File: src/design/shv_pkg.sv
// ----------------------------------------------------------------------------
// shv_pkg
// Shared types and constants for the SHV stitch stream decoder.
// ----------------------------------------------------------------------------
package shv_pkg;

    localparam int MAX_COLORS_DEF        = 256;
    localparam int BANNER_BYTES_DEF      = 86;
    localparam int THREAD_TABLE_SIZE_DEF = 43;
    localparam int QUEUE_DEPTH_DEF       = 2;

    localparam logic [2:0] KIND_THREAD = 3'd0;
    localparam logic [2:0] KIND_NORMAL = 3'd1;
    localparam logic [2:0] KIND_JUMP   = 3'd2;
    localparam logic [2:0] KIND_TRIM   = 3'd3;
    localparam logic [2:0] KIND_STOP   = 3'd4;
    localparam logic [2:0] KIND_END    = 3'd5;

    typedef struct packed {
        logic [7:0] in_byte;
        logic       end_of_file;
    } t_in_item;

    typedef struct packed {
        logic [2:0]         kind;
        logic signed [15:0] dx;
        logic signed [15:0] dy;
        logic [5:0]         thread_index;
        logic               last_of_run;
    } t_out_item;

    // Results caused by one byte: an optional stop, an optional main record, an optional end.
    typedef struct packed {
        logic               stop_v;
        logic               main_v;
        logic               end_v;
        logic [2:0]         kind;
        logic signed [15:0] dx;
        logic signed [15:0] dy;
        logic [5:0]         thread_index;
    } t_bundle;

endpackage

File: src/design/shv_queue.sv
// ----------------------------------------------------------------------------
// shv_queue
// Small FIFO of per-byte result bundles between the parser and the emitter.
// ----------------------------------------------------------------------------
module shv_queue #(
    parameter int DEPTH = shv_pkg::QUEUE_DEPTH_DEF
) (
    input  logic            i_clk,
    input  logic            i_rst_n,
    input  logic            i_wr,
    input  shv_pkg::t_bundle i_data,
    output logic            o_full,
    input  logic            i_rd,
    output logic            o_valid,
    output shv_pkg::t_bundle o_data
);
    localparam int PW = (DEPTH > 1) ? $clog2(DEPTH) : 1;
    localparam int CW = $clog2(DEPTH + 1);

    shv_pkg::t_bundle r_mem [DEPTH];
    logic [PW-1:0] r_wp, r_rp, n_wp, n_rp;
    logic [CW-1:0] r_cnt, n_cnt;
    logic          wr_ok, rd_ok;

    assign o_full  = (r_cnt == CW'(DEPTH));
    assign o_valid = (r_cnt != '0);
    assign o_data  = r_mem[r_rp];
    assign wr_ok   = i_wr && !o_full;
    assign rd_ok   = i_rd && o_valid;

    always_comb begin
        n_wp  = r_wp;
        n_rp  = r_rp;
        n_cnt = r_cnt;
        if (wr_ok) begin
            n_wp = (r_wp == PW'(DEPTH - 1)) ? '0 : r_wp + 1'b1;
        end
        if (rd_ok) begin
            n_rp = (r_rp == PW'(DEPTH - 1)) ? '0 : r_rp + 1'b1;
        end
        if (wr_ok && !rd_ok) begin
            n_cnt = r_cnt + 1'b1;
        end else if (rd_ok && !wr_ok) begin
            n_cnt = r_cnt - 1'b1;
        end
    end

    always_ff @(posedge i_clk) begin
        if (!i_rst_n) begin
            r_wp  <= '0;
            r_rp  <= '0;
            r_cnt <= '0;
        end else begin
            r_wp  <= n_wp;
            r_rp  <= n_rp;
            r_cnt <= n_cnt;
        end
    end

    always_ff @(posedge i_clk) begin
        if (wr_ok) begin
            r_mem[r_wp] <= i_data;
        end
    end

endmodule

File: config.mk
export PLATFORM = sky130hd
export DESIGN_NAME = shv_queue
export DESIGN_NICKNAME = d
export VERILOG_FILES = /design/src/design/shv_pkg.sv /design/src/design/shv_queue.sv
export SDC_FILE = /design/constraint.sdc
export NUM_CORES = 1
export LEC_CHECK = 0
export ABC_AREA = 1
export BUFFER_PORTS_ARGS = -buffer_cell sky130_fd_sc_hd__buf_2
export CORE_MARGIN = 3
export CORE_UTILIZATION = 35
export CTS_CLUSTER_DIAMETER = 100
export DETAILED_ROUTE_END_ITERATION = 6
export MAX_ROUTING_LAYER = met4
export SLEW_MARGIN = 20
export SYNTH_ARGS = -nofsm -noshare
export SYNTH_HDL_FRONTEND = slang
export SYNTH_SLANG_ARGS = --single-unit
File: constraint.sdc
create_clock -name i_clk -period 3.1 [get_ports i_clk]
set_input_delay 0.31 -clock i_clk [delete_from_list [all_inputs] [get_ports i_clk]]
set_output_delay 0.31 -clock i_clk [all_outputs]
set_load 0.1 [all_outputs]
==> results.py <==
metrics = {
    "power_and_ir_drop": {
        "ir_drop_v": 0.0004350,
        "seqPwrFrac_pct": 34.6,
        "power.leakage_nw": 1.769,
        "p_int_mw": 2.589,
        "finalPower_mw": 4.739,
        "power_density_nw_per_um2": 1057,
        "power_frac_comb_pct": 45.2,
        "swShare_pct": 45.37,
        "p_clk_share_pct": 20.2,
        "switchingPower_mw": 2.150,
    },
    "routing": {
        "vias": 1775,
        "drc": 0,
        "wl_per_cell_microns": 14.48,
        "ant_nets": 0,
        "avgViaCountPerCell": 4.287,
        "drt_first_pass_iters": 4,
        "drtIter0Drc": 57,
        "wirelength_microns": 5994,
    },
    "worst_setup_path": {
        "cpPeakStageDelay_ns": 0.37,
        "r2r_start": "r_cnt[1]$_SDFFE_PN0P_",
        "criticalPathCategory": "flop to output pin",
        "worst-path-stages": 3,
        "cp_data_required_time_ns": 2.79,
        "reg2reg_depth": 4,
        "critPathTopFamily": "buffers and inverters",
        "start_kind": "flop",
        "rrSetupSlack_ns": 1.46,
        "path_cells": "buf_12 > mux2_2 > buf_2",
        "path_buf_inv": 2,
        "cp-endpoint": "o_data[21]",
        "r2r_end": "r_mem[0][40]$_DFFE_PP_",
        "path_max_fanout": 44,
        "cp_slowest_cell": "mux2_2",
        "cp_data_arrival_time_ns": 1.68,
        "critPathCaptureType": "output pin",
    },
    "clock_tree": {
        "clk_pin_slew_worst_paths_ns": 0.09,
        "cts_buffer_depth": 2,
        "cts_setup_buffers": 0,
        "cts_buffers": 9,
        "postCtsHoldBufs": 0,
        "cts_tree": "built",
        "htree_levels": 3,
        "ctsRootBufferMaster": "clkbuf_8",
        "clk_latency_ns": 0.35,
        "cts_num_sinks": 93,
        "ctsResizeCount": 0,
    },
    "finish": {
        "antenna_cells": 0,
        "nNetsFinal": 325,
        "multi_input_area_sq_um": 775.7,
        "drive_gt1_share_pct": 56.94,
        "fill_cells": 905,
        "regArea_sq_um": 2744,
        "area_delta_synth_final_pct": 23.75,
    },
    "sta": {
        "fin_crit_sh_pct": 64.34,
        "relSlewSlack_pct": 62.08,
        "fmax_mhz": 501.4,
        "fin_skew_ns": 0.009978,
        "fin_setup_tns_ns": 0,
        "slew_violations": 0,
        "fin_crit_ns": 1.995,
        "whs_ns": 0.1424,
        "hold_viol": 0,
        "setup_ws_ns": 1.105,
        "setup_viol": 0,
        "rsz0062_at_grt": "false",
        "worstMarginPinSlew_ns": 0.5674,
    },
    "synthesis": {
        "yosysWarnings": 0,
        "synthCells": 174,
        "synthesis.area_sq_um": 3625,
        "ys_seq_area_share_pct": 75.66,
        "synth_nets": 223,
        "ys_seq_elements": 93,
        "yosys.cell_types.count": 16,
        "syn_avg_cell_area_sq_um": 20.83,
    },
    "placed_design": {
        "dp_slack_ns": 1.442,
        "place_congestion": 0.6823,
        "dp_hpwl_microns": 3955,
        "port-buffer-count": 93,
    },
    "die": {
        "initial_core_util_pct": 36.58,
        "die_y_microns": 107.8,
        "die_width_microns": 107.8,
        "rows": 36,
        "die-area_sq_um": 11610,
        "core_sq_um": 9910,
        "ios": 94,
    },
    "global_route": {
        "grt_pass1_wl_microns": 9156,
        "grt_pass1_vias": 1790,
        "track_usage_pct": 11.01,
        "grt_overflow": 0,
        "antenna_found_initial": 0,
        "grt_max_degree": 45,
    },
    "run": {
        "maxCapViolations": 0,
    },
    "worst_hold_path": {
        "hold_depth": 1,
        "hp-class": "input pin to flop",
    },
    "status": {
        "status": "finished clean",
    },
}
## stage by stage
step                std cells  instance area (sq um)  util [%]
floorplan                 174                   3625         -
global placement          398                   4242     42.80
detailed placement        398                   4242     42.80
CTS                       414                   4486     45.27
global route              414                   4486     45.27
finish                    414                   4486     45.27
## worst min path at each step
stage / from / endpoint / slack [ns]
2_1_floorplan: i_data[0] / r_mem[0][0]$_DFFE_PP_ / 0.41
3_3_place_gp: r_rp$_SDFFE_PN0P_ / r_rp$_SDFFE_PN0P_ / 0.48
3_5_place_dp: i_data[33] / r_mem[0][33]$_DFFE_PP_ / 0.50
4_1_cts: i_data[33] / r_mem[1][33]$_DFFE_PP_ / 0.12
5_1_grt: i_data[21] / r_mem[0][21]$_DFFE_PP_ / 0.11
6_report: i_data[43] / r_mem[0][43]$_DFFE_PP_ / 0.14
## cell families (layout without fill, tap and decap cells)
| kind of cell | after synthesis | count (layout) | share of synthesized area [%] |
|---|---|---|---|
| AOI/OAI and AO/OA | 5 | 5 | 0.8630 |
| adders and majority gates | 1 | 1 | 0.3451 |
| buffers and inverters | 13 | 120 | 3.348 |
| DFF | 93 | 93 | 75.66 |
| muxes | 44 | 44 | 17.81 |
| and+or+nand+nor | 18 | 18 | 1.968 |
## metal layers
layer / global-route usage, % / vias to the layer above / part of all wire (%)
met4: 4.328 / 0 / 1.3
met2: 16.96 / 60 / 48
met5: - / - / 0
met3: 3.599 / 11 / 6.3
met1: 13.49 / 843 / 45
li1: - / 861 / -
## registers in the layout, indices dropped and copies added (netlist names), named ones only
register / flops
r_mem: 88
r_rp: 1
r_wp: 1
r_cnt: 2
## power groups by stage
| stage | clock network [mW] | logic [mW] | registers [mW] |
|---|---|---|---|
| final | 0.958 | 2.14 | 1.64 |
| after global routing | 1.04 | 2.23 | 1.66 |
| after CTS | 0.989 | 2.17 | 1.64 |
| after detailed placement | 0 | 2.17 | 1.67 |
| after global placement | 0 | 2.16 | 1.66 |
| after floorplan | 0 | 1.92 | 1.66 |
## Yosys cell counts
cell type,instances,area [sq um]
ha_1,1,12.51
dfxtp_1,5,100.1
buf_12,4,80.08
inv_1,8,30.03
edfxtp_1,88,2643
nor2_1,9,33.78
a21oi_1,1,5.000
o21ai_2,1,8.760
mux2_2,4,45.04
nand2_1,7,26.28
o21ai_0,2,10.01
mux2_4,40,600.6
nand3_1,1,5.000
o21a_1,1,7.510
nand4_1,1,6.260
buf_6,1,11.26
## worst register-to-register path, delay by kind of cell, from the launching register on
family / cells / cell delay (ns)
simple gates: 1 / 0.47
compound gates: 1 / 0.13
buf+inv: 2 / 0.38
flops: 1 / 0.33
## cells in the final DEF, fill, tap and decap left out
cell type   count
buf_2          93
edfxtp_1       88
mux2_4         40
clkbuf_8        9
inv_1           8
nand2_1         7
nor2_1          7
mux2_2          4
dfxtp_1         4
bufinv_16       3
buf_12          3
nor2_4          2
o21ai_0         2
inv_6           2
o21ai_2         1
o21a_1          1
a21oi_1         1
nand3_1         1
nand4_1         1
ha_1            1
dfxtp_2         1
clkinvlp_4      1
clkinv_2        1
## layout make-up
cell class | instances | share of cell area, %
clock inverter | 7 | 2.678
clock buffer | 9 | 2.762
multi-input combinational | 68 | 17.29
tap | 133 | 3.710
sequential | 93 | 61.17
inverter | 8 | 0.6695
timing repair buffer | 96 | 11.72
Power figures use the tool's default switching activity.
