[config.mk]
export PLATFORM = sky130hd
export DESIGN_NAME = shv_back
export DESIGN_NICKNAME = d
export VERILOG_FILES = /design/src/design/shv_pkg.sv /design/src/design/shv_back.sv
export SDC_FILE = /design/constraint.sdc
export NUM_CORES = 1
export LEC_CHECK = 0
export BUFFER_PORTS_ARGS = -buffer_cell sky130_fd_sc_hd__buf_2
export CAP_MARGIN = 5
export CORE_MARGIN = 5
export CORE_UTILIZATION = 45
export DETAILED_ROUTE_END_ITERATION = 8
export GPL_TIMING_DRIVEN = 0
export PLACE_DENSITY = 0.83
export SETUP_SLACK_MARGIN = 0.4
export SLEW_MARGIN = 20
export SYNTH_ARGS = -nofsm -noshare
export SYNTH_HDL_FRONTEND = slang
export SYNTH_SLANG_ARGS = --single-unit
[constraint.sdc]
create_clock -name i_clk -period 2.8 [get_ports i_clk]
set_clock_uncertainty 0.05 [all_clocks]
set_input_delay 0.56 -clock i_clk [delete_from_list [all_inputs] [get_ports i_clk]]
set_output_delay 0.56 -clock i_clk [all_outputs]
set_load 0.02 [all_outputs]
[src/design/shv_pkg.sv]
// ----------------------------------------------------------------------------
// shv_pkg
// Shared types and constants for the SHV stitch stream decoder.
// ----------------------------------------------------------------------------
package shv_pkg;

    localparam int MAX_COLORS_DEF        = 256;
    localparam int BANNER_BYTES_DEF      = 86;
    localparam int THREAD_TABLE_SIZE_DEF = 43;
    localparam int QUEUE_DEPTH_DEF       = 2;

    localparam logic [2:0] KIND_THREAD = 3'd0;
    localparam logic [2:0] KIND_NORMAL = 3'd1;
    localparam logic [2:0] KIND_JUMP   = 3'd2;
    localparam logic [2:0] KIND_TRIM   = 3'd3;
    localparam logic [2:0] KIND_STOP   = 3'd4;
    localparam logic [2:0] KIND_END    = 3'd5;

    typedef struct packed {
        logic [7:0] in_byte;
        logic       end_of_file;
    } t_in_item;

    typedef struct packed {
        logic [2:0]         kind;
        logic signed [15:0] dx;
        logic signed [15:0] dy;
        logic [5:0]         thread_index;
        logic               last_of_run;
    } t_out_item;

    // Results caused by one byte: an optional stop, an optional main record, an optional end.
    typedef struct packed {
        logic               stop_v;
        logic               main_v;
        logic               end_v;
        logic [2:0]         kind;
        logic signed [15:0] dx;
        logic signed [15:0] dy;
        logic [5:0]         thread_index;
    } t_bundle;

endpackage

[src/design/shv_back.sv]
// ----------------------------------------------------------------------------
// shv_back
// Emitter: unpacks each result bundle into single results and holds the
// oldest one in the output register until it is popped.
// ----------------------------------------------------------------------------
module shv_back (
    input  logic              i_clk,
    input  logic              i_rst_n,
    input  logic              i_q_valid,
    input  shv_pkg::t_bundle   i_q_data,
    output logic              o_q_rd,
    output logic              o_out_v,
    output shv_pkg::t_out_item o_out,
    input  logic              i_pop
);
    shv_pkg::t_bundle   r_bun;
    logic [2:0]         r_mask, n_mask, low;
    logic               r_out_v, out_free, emit, load;
    shv_pkg::t_out_item r_out, cur;

    assign low      = r_mask & (~r_mask + 3'd1);
    assign out_free = !r_out_v || i_pop;
    assign emit     = out_free && (r_mask != '0);
    assign n_mask   = emit ? (r_mask & ~low) : r_mask;
    assign load     = (n_mask == '0) && i_q_valid;
    assign o_q_rd   = load;
    assign o_out_v  = r_out_v;
    assign o_out    = r_out;

    always_comb begin
        cur              = '0;
        cur.last_of_run  = (n_mask == '0);
        unique case (low)
            3'b001: cur.kind = shv_pkg::KIND_STOP;
            3'b010: begin
                cur.kind         = r_bun.kind;
                cur.dx           = r_bun.dx;
                cur.dy           = r_bun.dy;
                cur.thread_index = r_bun.thread_index;
            end
            3'b100: cur.kind = shv_pkg::KIND_END;
            default: cur.kind = shv_pkg::KIND_END;
        endcase
    end

    always_ff @(posedge i_clk) begin
        if (!i_rst_n) begin
            r_mask  <= '0;
            r_out_v <= 1'b0;
        end else begin
            if (load) begin
                r_mask <= {i_q_data.end_v, i_q_data.main_v, i_q_data.stop_v};
            end else begin
                r_mask <= n_mask;
            end
            if (emit) begin
                r_out_v <= 1'b1;
            end else if (i_pop) begin
                r_out_v <= 1'b0;
            end
        end
    end

    always_ff @(posedge i_clk) begin
        if (load) begin
            r_bun <= i_q_data;
        end
        if (emit) begin
            r_out <= cur;
        end
    end

endmodule

==> results.toml, run 1 <==
[job]
drv_cap = 0

[critical_path]
critPathMaxFanout = 8
slowest_delay_ps = 400
cp.required_ps = 2190
startpoint = "r_mask[1]"
path_buf_inv = 2
endpoint = "o_q_rd"
timing.rr.start = "r_mask[1]"
cp_data_arrival_time_ps = 1690
critPathLaunchType = "flop"
r2r_slack_ps = 870
crit_family = "simple AND/OR/NAND/NOR gates"
cp_num_cells = 5
reg2reg_to = "r_bun[23]"
worstSetupPathType = "reg2out"
reg2reg_depth = 4
crit_chain = "or3_1, o21a_2, inv_2, and2_4, buf_2"
cp-end-kind = "output port"
crit_slowest_cell = "or3_1"

[place]
port_buffers = 91
dpl.hpwl_um = 3600
gp_congestion = 0.675
place_area_um2 = 3570

[cts]
cts_tree = "built"
cts-root-buf = "clkbuf_8"
cts-htree-levels = 3
cts_hold_buf = 0
cts_made_buffers = 9
clock_latency_ps = 340
cts_buffer_depth = 2
clock_sinks = 87
path_clk_slew_ps = 90

[sta]
rsz0062_at_grt = "false"
slew_headroom_pct = 59.0
final-setup-viol-count = 0
hold_viol = 0
fmaxAchievable_mhz = 435
tightest_slew_ps = 613
slew_viol_final = 0
fin_crit_ps = 2300
post-route-period-util_pct = 82.1

[global_route]
grt_overflow_total = 0
grtUsageTotal_pct = 13.0
grt_max_degree = 23
antenna_found_initial = 0
grt_pass1_vias = 1628
grt_pass1_wl_um = 8190

[power]
totalPowerFinal_w = 0.00280
peakVddDrop_v = 0.000517
p_sw_w = 0.000639
comb_power_share_pct = 10.4
clkPwrFrac_pct = 33.2
netSwitchingFraction_pct = 22.8
seqPwrFrac_pct = 56.4
p_int_w = 0.00216
power_density_nw_per_um2 = 734
p_leak_nw = 1.54

[floorplanning]
rows = 29
die_h_um = 91.4
pin_count = 92
die-width_um = 91.4
start_util_pct = 46.7
die_area_um2 = 8350
core_um2 = 6390

[routing]
via_per_inst = 4.56
drt-total-wl_um = 5070
vias = 1560
drt_iter0_markers = 37
drtPass1Iterations = 4
routedWlPerCell_um = 14.8
final_antenna_net_count = 0
drc = 0

[yosys]
synth_fp_nets = 202
synthCells = 154
synth_cell_types = 23
ys.warnings.count = 0
ys_seq_area_share_pct = 86.3
syn_area_per_cell_um2 = 19.4
synth-seq-cells = 87
syn_area_um2 = 2980

[layout]
final_area_um2 = 3820
final_util_pct = 59.8
syn_to_final_growth_pct = 28.0
antenna_cells = 0
final_common_cell = "buf_2"
mostFrequentLayoutCells = "buf_2 (91), edfxtp_1 (83), and2_1 (39)"
nNetsFinal = 308
drive_gt1_share_pct = 44.5
fill_cells = 500

[status]
status = "complete, no violations"

[min_path]
hold_class = "in2reg"
## flip-flops by register name (all words and copies together) (netlist names)
register and flops:
o_out 42, o_out_v 1, r_bun 41, r_mask 3
## synthesized netlist by cell type, drive strengths merged
| library cell | n | share of area (%) |
|---|---|---|
| nor2b | 2 | 0.42 |
| nand2b | 1 | 0.21 |
| a21boi | 1 | 0.25 |
| o21ai | 1 | 0.17 |
| nand2 | 2 | 0.25 |
| and2 | 40 | 8.4 |
| nor2 | 2 | 0.25 |
| dfxtp | 4 | 2.7 |
| o21a | 2 | 0.55 |
| or3 | 1 | 0.21 |
| a21oi | 1 | 0.17 |
| and2b | 1 | 0.25 |
| inv | 2 | 0.25 |
| o311ai | 1 | 0.29 |
| a2111oi | 1 | 0.29 |
| maj3 | 1 | 0.38 |
| nand3 | 2 | 0.34 |
| a32o | 1 | 0.34 |
| clkbuf | 4 | 0.50 |
| o22ai | 1 | 0.21 |
| edfxtp | 83 | 84 |
## logic make-up after synthesis
logic type,after synthesis,synth area share [%]
and+or+nand+nor,51,10.3
DFF,87,86.3
buffers and inverters,6,0.755
AOI/OAI and AO/OA,9,2.27
adders and majority gates,1,0.378
## stage by stage
stage | hold slack (ps) | worst slack (ps) | TNS (ps) | std cells
3_3_place_gp | 445 | 131 | 0 | 322
4_1_cts | 321 | 454 | 0 | 342
2_1_floorplan | 427 | 578 | 0 | 154
3_5_place_dp | 454 | -14.9 | -14.9 | 323
5_1_grt | 311 | 420 | 0 | 342
6_report | 334 | 501 | 0 | 342
## power groups by stage
stage	Combinational [W]	Sequential (W)	Clock, W
2_1_floorplan	0.0000765	0.00169	0
3_3_place_gp	0.000264	0.00161	0
3_5_place_dp	0.000289	0.00161	0
4_1_cts	0.000297	0.00158	0.000955
5_1_grt	0.000313	0.00159	0.00102
6_report	0.000290	0.00158	0.000931
## layout make-up
type | instances | area, um2 | share of cell area [%]
clock buffer | 9 | 124 | 3.25
sequential | 87 | 2570 | 67.4
buffer | 4 | 15.0 | 0.393
timing repair buffer | 93 | 490 | 12.9
clock inverter | 7 | 95.1 | 2.49
tap | 77 | 96.3 | 2.52
multi-input combinational | 63 | 414 | 10.9
inverter | 2 | 7.51 | 0.197
## worst min-delay path by stage
stage                      start  slack, ps        end  cells past startpoint
floorplan              r_bun[40]        430  o_out[41]                      1
global placement       r_bun[40]        440  o_out[41]                      1
detailed placement      r_bun[5]        450   o_out[6]                      1
CTS                 i_q_data[13]        320  r_bun[13]                      1
global route        i_q_data[35]        310  r_bun[35]                      1
finish              i_q_data[13]        330  r_bun[13]                      1
## repair_timing
item / in CTS / in global routing
buffers inserted: 1 / 0
resized for setup: 2 / 1
endpoints found under the hold margin: 0 / 0
pin swaps: 0 / 0
endpoints found under the setup margin: 1 / 1
cloned: 2 / 0
## routing by layer
layer	GRT usage, %	up-vias	part of all wire (%)
met4	6.97	0	2.3
li1	-	780	-
met5	0	-	0
met2	23.4	44	58
met1	13.7	727	35
met3	3.64	9	4.6
Power figures use the tool's default switching activity.
==> inputs of run 2 (changes only) <==
--- a/config.mk
+++ b/config.mk
@@ -8,10 +8,10 @@
 export BUFFER_PORTS_ARGS = -buffer_cell sky130_fd_sc_hd__buf_2
 export CAP_MARGIN = 5
 export CORE_MARGIN = 5
-export CORE_UTILIZATION = 45
+export CORE_UTILIZATION = 50
 export DETAILED_ROUTE_END_ITERATION = 8
 export GPL_TIMING_DRIVEN = 0
-export PLACE_DENSITY = 0.83
+export PLACE_DENSITY = 0.87
 export SETUP_SLACK_MARGIN = 0.4
 export SLEW_MARGIN = 20
 export SYNTH_ARGS = -nofsm -noshare
==> constraint.sdc (replaced) <==
create_clock -name i_clk -period 2.3 [get_ports i_clk]
set_clock_uncertainty 0.05 [all_clocks]
set_input_delay 0.46 -clock i_clk [delete_from_list [all_inputs] [get_ports i_clk]]
set_output_delay 0.46 -clock i_clk [all_outputs]
set_load 0.02 [all_outputs]
==> run 2 against run 1 <==
Net effect:
- critical path depth stayed put
- core utilization is 6.2 points higher
- first-iteration DRC count is 110% higher
- sequential cell count stayed put
- combinational power is 30% higher
- hold slack worse by 92 ps
- via count is 3.2% higher
- largest power group unchanged
- sequential share of layout area is 0.53 points lower
- register-to-register slack worse by 480 ps
- clock-buffer cell count is 2 higher
==> results.toml, run 2 (synthesis gave the netlist of run 1 again) <==
[min_path]
hold_start = "i_q_data[14]"
hold_class = "in2reg"

[sta]
fin_crit_ps = 2040
final-setup-viol-count = 0
slew_viol_final = 0
fin_tns_setup_ps = 0
slew_headroom_pct = 59.5
tightest_slew_ps = 606
rsz0062_at_grt = "true"
hold_viol = 0
fmaxAchievable_mhz = 491
post-route-period-util_pct = 88.5

[routing]
drt-total-wl_um = 5020
drc = 0
via_per_inst = 4.64
routedWlPerCell_um = 14.5
vias = 1610
final_antenna_net_count = 0
drt_iter0_markers = 78
drtPass1Iterations = 4

[floorplanning]
pin_count = 92
die_area_um2 = 7610
die-width_um = 87.2
die_h_um = 87.2
core_um2 = 5850
start_util_pct = 51.0
rows = 28

[power]
power_density_nw_per_um2 = 845
p_int_w = 0.00252
netSwitchingFraction_pct = 22.6
peakVddDrop_v = 0.000501
comb_power_share_pct = 11.5
seqPwrFrac_pct = 58.9
p_leak_nw = 1.56
clkPwrFrac_pct = 29.5
p_sw_w = 0.000735

[job]
drv_cap = 0

[layout]
final_cell_count_no_fill = 347
largest_reg_flops = 42
antenna_cells = 0
nNetsFinal = 315
syn_to_final_growth_pct = 29.4
drive_gt1_share_pct = 45.2
final_common_cell = "buf_2"
mostFrequentLayoutCells = "buf_2 (90), edfxtp_1 (83), and2_1 (39)"

[cts]
clock_latency_ps = 340
clock_sinks = 87
cts-htree-levels = 3
cts-root-buf = "clkbuf_8"
cts_tree = "built"
cts_buffer_depth = 2
cts_made_buffers = 9
path_clk_slew_ps = 80

[critical_path]
timing.rr.start = "r_mask[2]"
cp_data_arrival_time_ps = 1530
critPathLaunchType = "flop"
startpoint = "r_mask[2]"
worstSetupPathType = "reg2out"
critPathMaxFanout = 5
cp.required_ps = 1790
cp-end-kind = "output port"

[global_route]
antenna_found_initial = 0
grt_max_degree = 43
grt_pass1_wl_um = 7610
grtUsageTotal_pct = 14.0
grt_overflow_total = 0
grt_pass1_vias = 1590

[place]
dpl.hpwl_um = 3330
place_inst = 320
gp_congestion = 0.786
port_buffers = 91

[status]
status = "complete, no violations"
## run 2: cell types whose count changed in the layout (fill, tap and decap cells not counted), sizes merged
cell,before,now
buf,93,100
bufinv,2,1
clkinv,2,3
inv,4,2
clkbuf,13,15
## run 2: path summary, 6_finish.rpt
kind | endpoint | slack, ps | cells after the start
setup reg to reg | r_bun[19] | 390 | 5
setup / recovery | o_q_rd | 260 | 5
hold / removal | r_bun[14] | 240 | 1
hold reg to reg | o_out[41] | 450 | 1
## run 2: through the flow
step,setup WS (ps),utilization (%),hold WS (ps),power (W),instance area [um2]
5_1_grt,216,65.9,212,0.00340,3860
3_5_place_dp,-46.9,60.5,435,0.00230,3540
6_report,265,65.9,242,0.00326,3860
3_3_place_gp,23.5,60.5,430,0.00228,3540
2_1_floorplan,449,-,427,0.00215,2990
4_1_cts,270,65.5,232,0.00327,3830
## run 2: power groups by stage
stage	Combinational [W]	Sequential, W	Clock (W)
2_1_floorplan	0.0000968	0.00205	0
3_3_place_gp	0.000325	0.00196	0
3_5_place_dp	0.000332	0.00196	0
4_1_cts	0.000363	0.00192	0.000985
5_1_grt	0.000403	0.00193	0.00106
6_report	0.000376	0.00192	0.000963
## run 2: per-layer routing
metal	GRT usage [%]	wire [um]	vias to the layer above	part of all wire [%]
met1	15.0	1750	743	35
met2	24.6	2820	62	56
met3	3.50	342	10	6.8
li1	-	-	795	-
met4	8.37	100	0	2.0
met5	0	0	-	0
## run 2: cell type report
type / count / area (um2)
sequential: 87 / 2580
fill: 418 / 1990
timing repair buffer: 100 / 549
multi-input combinational: 63 / 430
clock buffer: 11 / 131
tap: 75 / 93.8
clock inverter: 5 / 48.8
buffer: 4 / 15.0
inverter: 2 / 7.51
## run 2: critical path, stage by stage (launching register included)
cell and delay (ps):
dfxtp_2 350, maj3_2 320, o21a_4 200, inv_2 50, and2_4 150, buf_6 110
## run 2: repair_timing
| item | 4_1_cts | 5_1_grt |
|---|---|---|
| endpoints found under the setup margin | 47 | 22 |
| cloned | 2 | 0 |
| hold buffers | 0 | 0 |
| gates resized for setup | 11 | 0 |
| setup buffers | 8 | 0 |
==> inputs of run 3 (changes only) <==
--- a/config.mk
+++ b/config.mk
@@ -10,8 +10,10 @@
 export CORE_MARGIN = 5
 export CORE_UTILIZATION = 50
 export DETAILED_ROUTE_END_ITERATION = 8
+export GPL_ROUTABILITY_DRIVEN = 0
 export GPL_TIMING_DRIVEN = 0
-export PLACE_DENSITY = 0.87
+export PLACE_DENSITY = 0.78
+export RECOVER_POWER = 100
 export SETUP_SLACK_MARGIN = 0.4
 export SLEW_MARGIN = 20
 export SYNTH_ARGS = -nofsm -noshare
==> run 3 against run 2 <==
Net effect:
- register-to-register slack worse by 120 ps
- total power up 3.0%
- final cell count decreased by 0.29%
- via count grew 0.25%
- clock-buffer cell count shrank 2
- hold slack got worse by 1.3 ps
- critical path type unchanged
- largest cell class unchanged
- largest power group unchanged
==> results.toml, run 3 (synthesis gave the netlist of run 1 again) <==
[sta]
tightest_slew_ps = 720
fmaxAchievable_mhz = 485
hold_viol = 0
slew_headroom_pct = 52.0
whs_ps = 241
final-setup-viol-count = 0
slew_viol_final = 0
rsz0062_at_grt = "true"
post-route-period-util_pct = 89.7
fin_crit_ps = 2060

[critical_path]
worstSetupPathType = "reg2out"
reg2reg_depth = 5
critPathLaunchType = "flop"
r2r_slack_ps = 270
reg2reg_to = "r_bun[32]"
crit_chain = "or3_1, o21a_4, inv_1, and2_4, buf_6"
startpoint = "r_mask[2]"
critPathMaxFanout = 3
timing.rr.start = "r_mask[2]"
slowest_delay_ps = 410
crit_slowest_cell = "or3_1"
cp-end-kind = "output port"
cp.required_ps = 1790
endpoint = "o_q_rd"
cp_data_arrival_time_ps = 1550

[layout]
fill_cells = 458
antenna_cells = 0
regArea_um2 = 2570
final_common_cell = "edfxtp_1"
largest_reg_flops = 42
nNetsFinal = 314
multi_input_area_um2 = 424
mostFrequentLayoutCells = "edfxtp_1 (83), clkbuf_1 (54), buf_2 (41)"
syn_to_final_growth_pct = 26.6
drive_gt1_share_pct = 25.5

[place]
port_buffers = 91
dpl.hpwl_um = 3370

[cts]
cts_buffer_depth = 2
clock_sinks = 87
path_clk_slew_ps = 80
clock_latency_ps = 340
cts_hold_buf = 0
cts-root-buf = "clkbuf_8"
cts_tree = "built"
cts-htree-levels = 3
cts_made_buffers = 9

[power]
p_leak_nw = 1.38
peakVddDrop_v = 0.000515
power_density_nw_per_um2 = 890
totalPowerFinal_w = 0.00336

[floorplanning]
die_area_um2 = 7610
die-width_um = 87.2
rows = 28
start_util_pct = 51.0
core_um2 = 5850
pin_count = 92
die_h_um = 87.2

[job]
drv_cap = 0

[routing]
routedWlPerCell_um = 15.4
drc = 0
via_per_inst = 4.66
drtPass1Iterations = 4
drt-total-wl_um = 5330
vias = 1614
final_antenna_net_count = 0
drt_iter0_markers = 53

[global_route]
grt_pass1_wl_um = 7660
antenna_found_initial = 0
grt_pass1_vias = 1502
grt_overflow_total = 0
grtUsageTotal_pct = 14.1
grt_max_degree = 43

[status]
status = "complete, no violations"

[min_path]
hold_class = "in2reg"
## run 3: cell types whose count changed in the layout (fill, tap and decap cells not counted), moves of 2 or more
cell | before | now
and2_0 | 0 | 23
clkinv_1 | 3 | 1
and2_1 | 39 | 17
clkinv_2 | 0 | 3
buf_2 | 90 | 41
dfxtp_4 | 2 | 0
buf_4 | 8 | 4
clkbuf_1 | 6 | 54
dfxtp_1 | 1 | 4
## run 3: report_power, final
part,total [W],switching [W],internal [W]
logic,0.000338,0.000238,0.0000996
registers,0.00193,0.0000326,0.00189
clock network,0.00110,0.000491,0.000604
## run 3: layout make-up
| type | instances | area share, % |
|---|---|---|
| flip-flops and latches | 87 | 68.1 |
| repair buffers | 99 | 11.9 |
| multi-input cells | 63 | 11.2 |
| clock buffers | 9 | 3.28 |
| well taps | 75 | 2.49 |
| clock inverters | 7 | 2.32 |
| plain buffers | 4 | 0.398 |
| inverters | 2 | 0.199 |
## run 3: worst min path at each step
stage                             from        end  depth (start not counted)
after detailed placement     r_bun[40]  o_out[41]                          1
after floorplan              r_bun[40]  o_out[41]                          1
after global routing       i_q_data[4]   r_bun[4]                          1
final                     i_q_data[18]  r_bun[18]                          1
after global placement       r_bun[40]  o_out[41]                          1
after CTS                 i_q_data[40]  r_bun[40]                          1
## run 3: repair_timing
| action | 4_1_cts | 5_1_grt |
|---|---|---|
| pin swaps | 2 | 1 |
| cloned | 2 | 0 |
| setup endpoints to repair | 84 | 22 |
| gates resized for setup | 10 | 1 |
| buffers inserted | 6 | 1 |
## run 3: metrics by stage
step | setup WS (ps) | instances | TNS (ps) | util, % | area [um2]
global route | 157 | 346 | 0 | 64.5 | 3770
CTS | 275 | 344 | 0 | 65.7 | 3840
global placement | 34.3 | 320 | 0 | 60.5 | 3540
detailed placement | -36.1 | 320 | -36.1 | 60.5 | 3540
finish | 236 | 346 | 0 | 64.5 | 3770
floorplan | 449 | 154 | 0 | - | 2990
## run 3: worst max-delay path: cells and delay by family, from the launching register on
kind / cells / cell delay, ps
simple gates: 2 / 570
flops: 1 / 330
buf+inv: 2 / 170
compound gates: 1 / 140
## run 3: per-layer routing
metal | global-route usage (%) | wire length, um
met5 | 0 | 0
met4 | 7.11 | 87
met3 | 4.45 | 475
met2 | 21.0 | 2470
met1 | 18.9 | 2290
